File: src/sv/wheel_speed_from_revolutions_assert.svh
// Assertion macros used by the wheel speed controller.
`ifndef WHEEL_SPEED_FROM_REVOLUTIONS_ASSERT_SVH
`define WHEEL_SPEED_FROM_REVOLUTIONS_ASSERT_SVH

// Same-cycle implication, disabled during reset.
`define WSR_ASSERT_IMP(lbl, clk, rst, ante, cons, msg) \
  lbl: assert property (@(posedge clk) disable iff (rst) (ante) |-> (cons)) \
    else $error(msg);

// Next-cycle implication, disabled during reset.
`define WSR_ASSERT_NEXT(lbl, clk, rst, ante, cons, msg) \
  lbl: assert property (@(posedge clk) disable iff (rst) (ante) |=> (cons)) \
    else $error(msg);

`endif

File: src/sv/wsr_pkg.sv
// Package: shared constants, result kinds and controller/datapath structs.
`timescale 1ns / 1ps
package wsr_pkg;

  localparam logic [15:0] CIRC_RESET  = 16'd2096;
  localparam logic [15:0] SPEED_DECAY = 16'd2000;
  localparam logic [15:0] SPEED_MAX   = 16'hFFFF;
  localparam int          DIV_STEPS   = 16;
  localparam int          CNT_W       = $clog2(DIV_STEPS);

  localparam logic [1:0] KIND_CAPTURE = 2'd0;
  localparam logic [1:0] KIND_DECAY   = 2'd1;
  localparam logic [1:0] KIND_FRESH   = 2'd2;

  typedef struct packed {
    logic       load_in;
    logic       mul;
    logic       scale;
    logic       check;
    logic       div_step;
    logic       write;
    logic [1:0] kind;
  } wsr_cmd_t;

  typedef struct packed {
    logic capture;
    logic same_time;
    logic sat;
    logic out_free;
  } wsr_sts_t;

endpackage

File: src/sv/wheel_speed_from_revolutions.sv
// Top level: wheel speed from cumulative revolutions and event time.
// Capture and decay requests go from accept through evaluate to the write; a fresh
// speed adds multiply, scale, saturation check and 16 divide steps (one bit per cycle).
// A saturated speed skips the divide. A request is taken only after the last is written.
// A new request is taken while the previous result waits in the output register.
// Synchronous reset: circumference 2096 mm, stored count, time and speed zero.
`timescale 1ns / 1ps
module wheel_speed_from_revolutions
  import wsr_pkg::*;
(
  input  logic        clk,
  input  logic        rst,
  input  logic        cfg_wr_en,
  input  logic [15:0] cfg_wr_data,  // wheel_circumference_mm
  input  logic        s_tvalid,
  output logic        s_tready,
  input  logic [47:0] s_tdata,      // wheel_revolutions [31:0], wheel_event_time [47:32]
  output logic        m_tvalid,
  input  logic        m_tready,
  output logic [15:0] m_tdata,      // speed_m_per_h [15:0]
  output logic        m_tuser       // speed_fresh [0]
);

  wsr_cmd_t cmd;
  wsr_sts_t sts;

  wsr_ctrl u_ctrl (
    .clk      (clk),
    .rst      (rst),
    .s_tvalid (s_tvalid),
    .s_tready (s_tready),
    .cmd      (cmd),
    .sts      (sts)
  );

  wsr_datapath u_datapath (
    .clk         (clk),
    .rst         (rst),
    .cfg_wr_en   (cfg_wr_en),
    .cfg_wr_data (cfg_wr_data),
    .s_tdata     (s_tdata),
    .m_tvalid    (m_tvalid),
    .m_tready    (m_tready),
    .m_tdata     (m_tdata),
    .m_tuser     (m_tuser),
    .cmd         (cmd),
    .sts         (sts)
  );

endmodule

File: src/sv/wsr_ctrl.sv
// Controller: evaluate; fresh: multiply, divide unless saturated; then write.
`timescale 1ns / 1ps
`include "wheel_speed_from_revolutions_assert.svh"
module wsr_ctrl
  import wsr_pkg::*;
(
  input  logic     clk,
  input  logic     rst,
  input  logic     s_tvalid,
  output logic     s_tready,
  output wsr_cmd_t cmd,
  input  wsr_sts_t sts
);

  localparam logic [2:0] ST_IDLE  = 3'd0;
  localparam logic [2:0] ST_EVAL  = 3'd1;
  localparam logic [2:0] ST_MUL   = 3'd2;
  localparam logic [2:0] ST_SCALE = 3'd3;
  localparam logic [2:0] ST_CHECK = 3'd4;
  localparam logic [2:0] ST_DIV   = 3'd5;
  localparam logic [2:0] ST_WRITE = 3'd6;

  logic [2:0]       state, state_next;
  logic [1:0]       kind, kind_next;
  logic [CNT_W-1:0] count, count_next;

  assign s_tready = (state == ST_IDLE);

  always_comb begin
    state_next   = state;
    kind_next    = kind;
    count_next   = count;
    cmd          = '0;
    cmd.kind     = kind;
    unique case (state)
      ST_IDLE: begin
        if (s_tvalid) begin
          cmd.load_in = 1'b1;
          state_next  = ST_EVAL;
        end
      end
      ST_EVAL: begin
        if (sts.capture) begin
          kind_next  = KIND_CAPTURE;
          state_next = ST_WRITE;
        end else if (sts.same_time) begin
          kind_next  = KIND_DECAY;
          state_next = ST_WRITE;
        end else begin
          kind_next  = KIND_FRESH;
          state_next = ST_MUL;
        end
      end
      ST_MUL: begin
        cmd.mul    = 1'b1;
        state_next = ST_SCALE;
      end
      ST_SCALE: begin
        cmd.scale  = 1'b1;
        state_next = ST_CHECK;
      end
      ST_CHECK: begin
        cmd.check  = 1'b1;
        count_next = '0;
        state_next = sts.sat ? ST_WRITE : ST_DIV;
      end
      ST_DIV: begin
        cmd.div_step = 1'b1;
        count_next   = count + CNT_W'(1);
        if (count == CNT_W'(DIV_STEPS - 1)) state_next = ST_WRITE;
      end
      ST_WRITE: begin
        if (sts.out_free) begin
          cmd.write  = 1'b1;
          state_next = ST_IDLE;
        end
      end
      default: state_next = ST_IDLE;
    endcase
  end

  always_ff @(posedge clk) begin
    if (rst) begin
      state <= ST_IDLE;
      kind  <= KIND_CAPTURE;
      count <= '0;
    end else begin
      state <= state_next;
      kind  <= kind_next;
      count <= count_next;
    end
  end

  `WSR_ASSERT_IMP(a_write_free, clk, rst, cmd.write, sts.out_free, "write into busy output")
  `WSR_ASSERT_NEXT(a_accept_eval, clk, rst, s_tvalid && s_tready, state == ST_EVAL,
                   "accepted request not evaluated")
  `WSR_ASSERT_NEXT(a_div_start, clk, rst, state == ST_CHECK && !sts.sat,
                   state == ST_DIV && count == '0, "divide did not start clean")

endmodule

File: src/sv/wsr_datapath.sv
// Datapath: state registers, speed multiply, restoring divide, output register.
`timescale 1ns / 1ps
module wsr_datapath
  import wsr_pkg::*;
(
  input  logic        clk,
  input  logic        rst,
  input  logic        cfg_wr_en,
  input  logic [15:0] cfg_wr_data,
  input  logic [47:0] s_tdata,
  output logic        m_tvalid,
  input  logic        m_tready,
  output logic [15:0] m_tdata,
  output logic        m_tuser,
  input  wsr_cmd_t    cmd,
  output wsr_sts_t    sts
);

  logic [15:0] circ;
  logic [31:0] last_revs;
  logic [15:0] last_time;
  logic [15:0] cur_speed;
  logic [31:0] in_revs;
  logic [15:0] in_time;
  logic [47:0] prod;
  logic [62:0] num;
  logic [18:0] den;
  logic [34:0] rem;
  logic [34:0] dsh;
  logic [15:0] quo;

  logic [31:0] drev;
  logic [15:0] dt;
  logic [51:0] prod9;
  logic [15:0] decayed;

  assign drev    = in_revs - last_revs;
  assign dt      = in_time - last_time;
  assign prod9   = {1'b0, prod, 3'b000} + {4'b0000, prod};
  assign decayed = (cur_speed > SPEED_DECAY) ? (cur_speed - SPEED_DECAY) : 16'd0;

  assign sts.capture   = (last_revs == 32'd0);
  assign sts.same_time = (in_time == last_time);
  assign sts.sat       = (num >= {28'd0, den, 16'd0});
  assign sts.out_free  = !m_tvalid || m_tready;

  always_ff @(posedge clk) begin
    if (rst) begin
      circ      <= CIRC_RESET;
      last_revs <= '0;
      last_time <= '0;
      cur_speed <= '0;
      m_tvalid  <= 1'b0;
    end else begin
      if (cfg_wr_en) circ <= cfg_wr_data;
      if (cmd.write) begin
        m_tvalid <= 1'b1;
        unique case (cmd.kind)
          KIND_CAPTURE: begin
            last_revs <= in_revs;
            last_time <= in_time;
          end
          KIND_DECAY: cur_speed <= decayed;
          KIND_FRESH: begin
            cur_speed <= quo;
            last_revs <= in_revs;
            last_time <= in_time;
          end
          default: ;
        endcase
      end else if (m_tready) begin
        m_tvalid <= 1'b0;
      end
    end
  end

  // Num = circ * drev * 18432, den = 5 * dt; quotient saturates at 16 bits.
  always_ff @(posedge clk) begin
    if (cmd.load_in) begin
      in_revs <= s_tdata[31:0];
      in_time <= s_tdata[47:32];
    end
    if (cmd.mul) prod <= 48'(circ) * 48'(drev);
    if (cmd.scale) begin
      num <= {prod9, 11'd0};
      den <= {1'b0, dt, 2'b00} + {3'b000, dt};
    end
    if (cmd.check) begin
      rem <= num[34:0];
      dsh <= {1'b0, den, 15'd0};
      quo <= sts.sat ? SPEED_MAX : 16'd0;
    end
    if (cmd.div_step) begin
      if (rem >= dsh) begin
        rem <= rem - dsh;
        quo <= {quo[14:0], 1'b1};
      end else begin
        quo <= {quo[14:0], 1'b0};
      end
      dsh <= {1'b0, dsh[34:1]};
    end
    if (cmd.write) begin
      unique case (cmd.kind)
        KIND_DECAY: begin
          m_tdata <= decayed;
          m_tuser <= 1'b0;
        end
        KIND_FRESH: begin
          m_tdata <= quo;
          m_tuser <= 1'b1;
        end
        default: begin
          m_tdata <= cur_speed;
          m_tuser <= 1'b0;
        end
      endcase
    end
  end

endmodule
File: config.mk
export PLATFORM = sky130hd
export DESIGN_NAME = wheel_speed_from_revolutions
export DESIGN_NICKNAME = d
export VERILOG_FILES = /design/src/sv/wsr_pkg.sv /design/src/sv/wheel_speed_from_revolutions.sv /design/src/sv/wsr_ctrl.sv /design/src/sv/wsr_datapath.sv
export VERILOG_INCLUDE_DIRS = /design/src /design/src/sv
export SDC_FILE = /design/constraint.sdc
export NUM_CORES = 2
export LEC_CHECK = 0
export ABC_AREA = 1
export ABC_CLOCK_PERIOD_IN_PS = 8800
export BUFFER_PORTS_ARGS = -buffer_cell sky130_fd_sc_hd__buf_2
export CORE_AREA = 2 2 408 208
export DETAILED_ROUTE_END_ITERATION = 8
export DIE_AREA = 0 0 410 210
export PLACE_DENSITY = 0.74
export REMOVE_ABC_BUFFERS = 1
export SKIP_LAST_GASP = 1
export SYNTH_ARGS = -nofsm -noshare
export SYNTH_HDL_FRONTEND = slang
export SYNTH_SLANG_ARGS = --single-unit
File: constraint.sdc
create_clock -name clk -period 8.8 [get_ports clk]
set_input_delay 1.76 -clock clk [delete_from_list [all_inputs] [get_ports clk]]
set_output_delay 1.76 -clock clk [all_outputs]
set_load 0.005 [all_outputs]
After elaboration in Yosys (flattened, before gate mapping)
Cells that the tools add are included.

Register bits: 359. Output and inout bits: 19. Logic and storage cells: 86.

$add $sub $neg: 7. Multiply operators: 1. $lt $le $gt $ge: 3. Eq/ne operators: 13. Muxes and demuxes: 32. Reduce and logical (&&, ||, !) cells: 11.

Operators by type and width (number): $mux W35 (3); $mux W16 (4); $ge A63 B35 Y1 (1); $add A51 B48 Y52 (1); $mul A16 B32 Y48 (1); $ge A35 B34 Y1 (1); $sub A35 B34 Y35 (1); $mux W34 (1); $mux W33 (1); $logic_not A32 Y1 (1); $pmux W16 S2 (1); $sub A32 B32 Y32 (1); $pmux W3 S7 (1); $add A18 B16 Y19 (1); $eq A16 B16 Y1 (1); $gt A16 B11 Y1 const B (1); $sub A16 B11 Y16 const B (1); $sub A16 B16 Y16 (1); $mux W3 (5); $mux W1 (12); $eq A3 B3 Y1 const B (3); $pmux W4 S2 (1); $eq A3 B2 Y1 const B (2); $mux W2 (3); other kinds (15) (18).

Depth between registers and ports, before layout
Word-level depth: 5. Gate-level depth with buffers: 36. Mapped depth without buffers: 36.

Hierarchy
From an unflattened synthesis, not the netlist that was laid out.

Cells, all modules: 5178. Area total of the unflattened synthesis: 39828.2 um^2.

By module, submodules not included: wsr_datapath (times used 1, cells each 5094, area each 39287.7 um^2, sequential area each 9349.0 um^2); wsr_ctrl (times used 1, cells each 84, area each 540.5 um^2, sequential area each 180.2 um^2).

Worst setup path before layout
OpenSTA, ideal clock, no wires.

Path kind: register to register. Start: register u_datapath.in_revs[0]. End: register u_datapath.prod[42] (data pin). Library setup time: 0.254 ns. Arrival time: 6.594 ns. Setup slack: 1.952 ns. Cell stages (with the launch flop): 33. Path buffers: 0. Cells stage by stage: edfxtp_1 -> inv_1 -> ha_1 -> inv_1 -> fa_1 -> nand3_1 -> nand2_1 -> a21oi_1 -> o21ai_2 -> nand2_1 -> nand3_2 -> nand2_1 -> nor2_1 -> fa_1 -> inv_1 -> fa_1 -> fa_1 -> inv_1 -> fa_1 -> fa_1 -> inv_1 -> fa_1 -> inv_1 -> ha_1 -> nand2_1 -> nor2_1 -> inv_1 -> nor2_1 -> inv_1 -> nor4_1 -> nand3_1 -> nand4_1 -> nand2_1.

Cells in the longest elaborated chain, start to end: 2.

Ends and longest elaborated chain: start, declared (line wsr_datapath.sv:23) `logic [31:0] in_revs;`; start signal, assigned (line wsr_datapath.sv:80) `in_revs <= s_tdata[31:0];`; $sub A32 B32 Y32 (line wsr_datapath.sv:37) `assign drev = in_revs - last_revs;`; $mul A16 B32 Y48 (line wsr_datapath.sv:83) `if (cmd.mul) prod <= 48'(circ) * 48'(drev);`; end signal, assigned (line wsr_datapath.sv:83); end, declared (line wsr_datapath.sv:25) `logic [47:0] prod;`.

Every way passes these cells. A chain may end at the register's enable or synchronous reset.

Final worst setup path
Start: register u_datapath.in_revs[2]. End: register u_datapath.prod[39] (data pin).

The elaborated chain is that of the path after synthesis.

==> summary.txt <==
STA
  • Setup Skew: 0.0310 ns
  • Headroom to the max-slew limit: 0.157
  • Setup TNS: 0 ns
  • Final Hold Viols: 0
  • F_max: 115 MHz
  • Tcrit/Tclk final: 0.985
  • Setup Viol. Count Final: 0
  • Post-layout min period: 8.67 ns
  • Tightest Pin Transition: 1.26 ns
  • Fin. max-slew vios: 0

Status
  • Outcome: complete, no violations

Critical path
  • Critical Path AT: 9.02 ns
  • Required @ worst endpoint: 9.15 ns
  • CP endpoint kind: flip-flop
  • CP max-delay cell: fa_1
  • Slowest stage delay, CP: 0.54 ns
  • Worst path cell trace: ha_1 > nand2_1 > nor3_1 > nor2_1 > o21ai_2 > a21oi_1 > nand2_1 > nand2_1 > nor2_1 > fa_1 > fa_1 > fa_1 > fa_1 > fa_1 > inv_1 > fa_1 > inv_1 > ha_1 > a21o_1 > a21boi_0 > o21ai_0 > a21oi_1 > nand3_1 > xor2_1
  • CP max FO: 11
  • CP Launch Type: flip-flop
  • CP Class: reg -> reg
  • CP most frequent cell: fa_1

Synth
  • Yosys top cell area share: 0.215
  • EDFF count, synth: 234
  • Cells after synthesis: 5079
  • Synth Area in XOR/XNOR: 0.0324
  • Post-Syn Area: 39300 um^2
  • Post-synthesis mux area share: 0
  • Ranking of synthesized cells by area: fa_1 (22%), edfxtp_1 (18%), nand2_1 (9.6%), inv_1 (9.3%), ha_1 (9.0%)
  • Post-Synth Simple-Gate Area: 0.212
  • Post-synth top area cell: fa_1
  • Commonest cells in the netlist: nand2_1 (1008), inv_1 (970), nor2_1 (577), fa_1 (423), a21oi_1 (333)
  • Largest family of logic cells by synthesized area: adder cells
  • Synth Area in Compound Gates: 0.0974
  • Asr flop ratio synth: 0
  • Synth cell types: 51
  • Seq/Total Area, Yosys: 0.242
  • Most numerous cell in the Yosys netlist: nand2_1
  • Top FF cell, synth: edfxtp_1
  • Synth Area in Adders: 0.306
  • Yosys warns: 0
  • Syn_area_per_cell: 7.74 um^2
  • Yosys reg bits: 359

Floorplanning
  • Die Height: 210 um
  • I/O Pins: 88
  • Initial Util: 0.475
  • Die Area: around 86000 um^2
  • Width of the die: 410 um
  • Row count: 75
  • Core Box Area: between 80000 and 90000 um^2

Clocking
  • CTS Hold Bufs: 0
  • CTS tree: yes
  • Clk pin slew, worst setup/hold paths: 0.07 ns
  • Clock sinks: ~360
  • Clock H-tree levels: 2
  • Root Driver: clkbuf_16
  • CTS max path bufs: 3
  • Clock latency on the worst-skew pair: 0.61 ns
  • CTS Buf Count: 39

Placement
  • I/O Buffers: 87
  • Final weighted congestion in routability-driven placement: 1.09
  • Dpl hpwl: 114000 um
  • Area after DPL: 41100 um^2

Detailed routing
  • Iteration-0 DRC Markers: 5611
  • Vias: 36100
  • DRT Pass-1 Iters: 6
  • Vias/cell: 5.73
  • Residual DRC: 0
  • Post-DR wirelength/cell: 21.9 um
  • DRT antenna net count: 0
  • Wirelength, routed: 138000 um

Final layout
  • Cell area after layout: 42600 um^2
  • Filler cells: 7850
  • Layout Utilization: 0.515
  • Reg area: roughly 9500 um^2
  • Multi-input gate area: between 20000 and 30000 um^2
  • Share of layout cells above drive strength 1: 0.0559
  • Area Overhead vs Synth: 8.32%
  • Fin nets: 5929

Job
  • Max_cap viols: 0

Worst hold path
  • Worst Hold Class: reg -> reg

GRT
  • GRT Util Overall: 0.321
  • First-pass GRT wire length: about 210000 um
  • Largest net degree at the start of global routing: 97
  • Initial antenna violation count: 3
  • Vias in the first global route: 33500
  • GR Overflow Total: 0
## sequential cells by signal, summed over array words and instances, names as in the netlist, 19 cells and up
register	flops
u_datapath.den	19
u_datapath.in_revs	32
u_datapath.rem	35
u_datapath.last_revs	32
u_datapath.prod	48
u_datapath.num	52
u_datapath.dsh	34
## kinds of logic (layout without fill, tap and decap cells)
logic type                 after synthesis  count (layout)
and+or+nand+nor                       2036            2036
buffers and inverters                 1117            1222
AOI/OAI and AO/OA                      718             718
adders and majority gates              707             707
DFF                                    359             359
xor gates and xnor gates               142             142
other                                    0               2
## metrics by stage
stage                     instances  worst slack [ns]  hold WS, ns
final                          6302             0.128        0.463
after global routing           6300           -0.0145        0.475
after CTS                      6293             0.196        0.460
after detailed placement       6221           0.00800        0.449
after global placement         6221            0.0686        0.441
after floorplan                4946              1.71        0.429
## cell usage in the layout (no fill, tap or decap), types with 79 or more instances in the layout
cell and count:
inv_1 969, nand3_1 324, o21ai_0 260, buf_4 79
dfxtp_1 123, a21oi_1 330, fa_1 423, nor2_1 576
ha_1 284, buf_2 87, xor2_1 101, nand2_1 1000
edfxtp_1 234
## final timing paths
check | from | to | slack, ns | depth (start not counted)
setup / recovery | u_datapath.in_revs[2] | u_datapath.prod[39] | 0.13 | 24
hold / removal | u_datapath.last_time[15] | u_datapath.last_time[15] | 0.46 | 2
setup reg to reg | u_datapath.in_revs[2] | u_datapath.prod[39] | 0.13 | 24
hold reg to reg | u_datapath.last_time[15] | u_datapath.last_time[15] | 0.46 | 2
## layer usage
| layer | routed length, um | up-vias | global-route usage | share of wire |
|---|---|---|---|---|
| li1 | - | 16200 | - | - |
| met4 | 2300 | 8 | 0.0536 | 0.017 |
| met3 | 29600 | 176 | 0.215 | 0.21 |
| met5 | 313 | - | 0.0261 | 0.0023 |
| met1 | 63700 | 17100 | 0.508 | 0.46 |
| met2 | 42300 | 2668 | 0.335 | 0.31 |
## worst max-delay path: cells and delay by family, from the launching register on
family	cells	cell delay (ns)
adders and majority gates	8	3.65
AOI/OAI and AO/OA	6	2.11
and+or+nand+nor	7	1.93
DFF	1	0.41
xor gates and xnor gates	1	0.21
buffers and inverters	2	0.09
## layout make-up
| cell class | count | area share |
|---|---|---|
| Antenna cell | 2 | 0.000118 |
| Clock buffer | 55 | 0.0262 |
| Clock inverter | 17 | 0.00461 |
| Inverter | 984 | 0.0869 |
| Multi-Input combinational cell | 3603 | 0.601 |
| Sequential cell | 359 | 0.224 |
| Tap cell | 1116 | 0.0328 |
| Timing Repair Buffer | 166 | 0.0242 |
## what timing repair did
item,in CTS,in global routing
pin swaps,0,2
buffers inserted,0,7
resized for setup,1,21
setup endpoints to repair,1,20
Power is not shown: default switching activity piles up to over one toggle a cycle in this logic, so the estimate is an artifact.
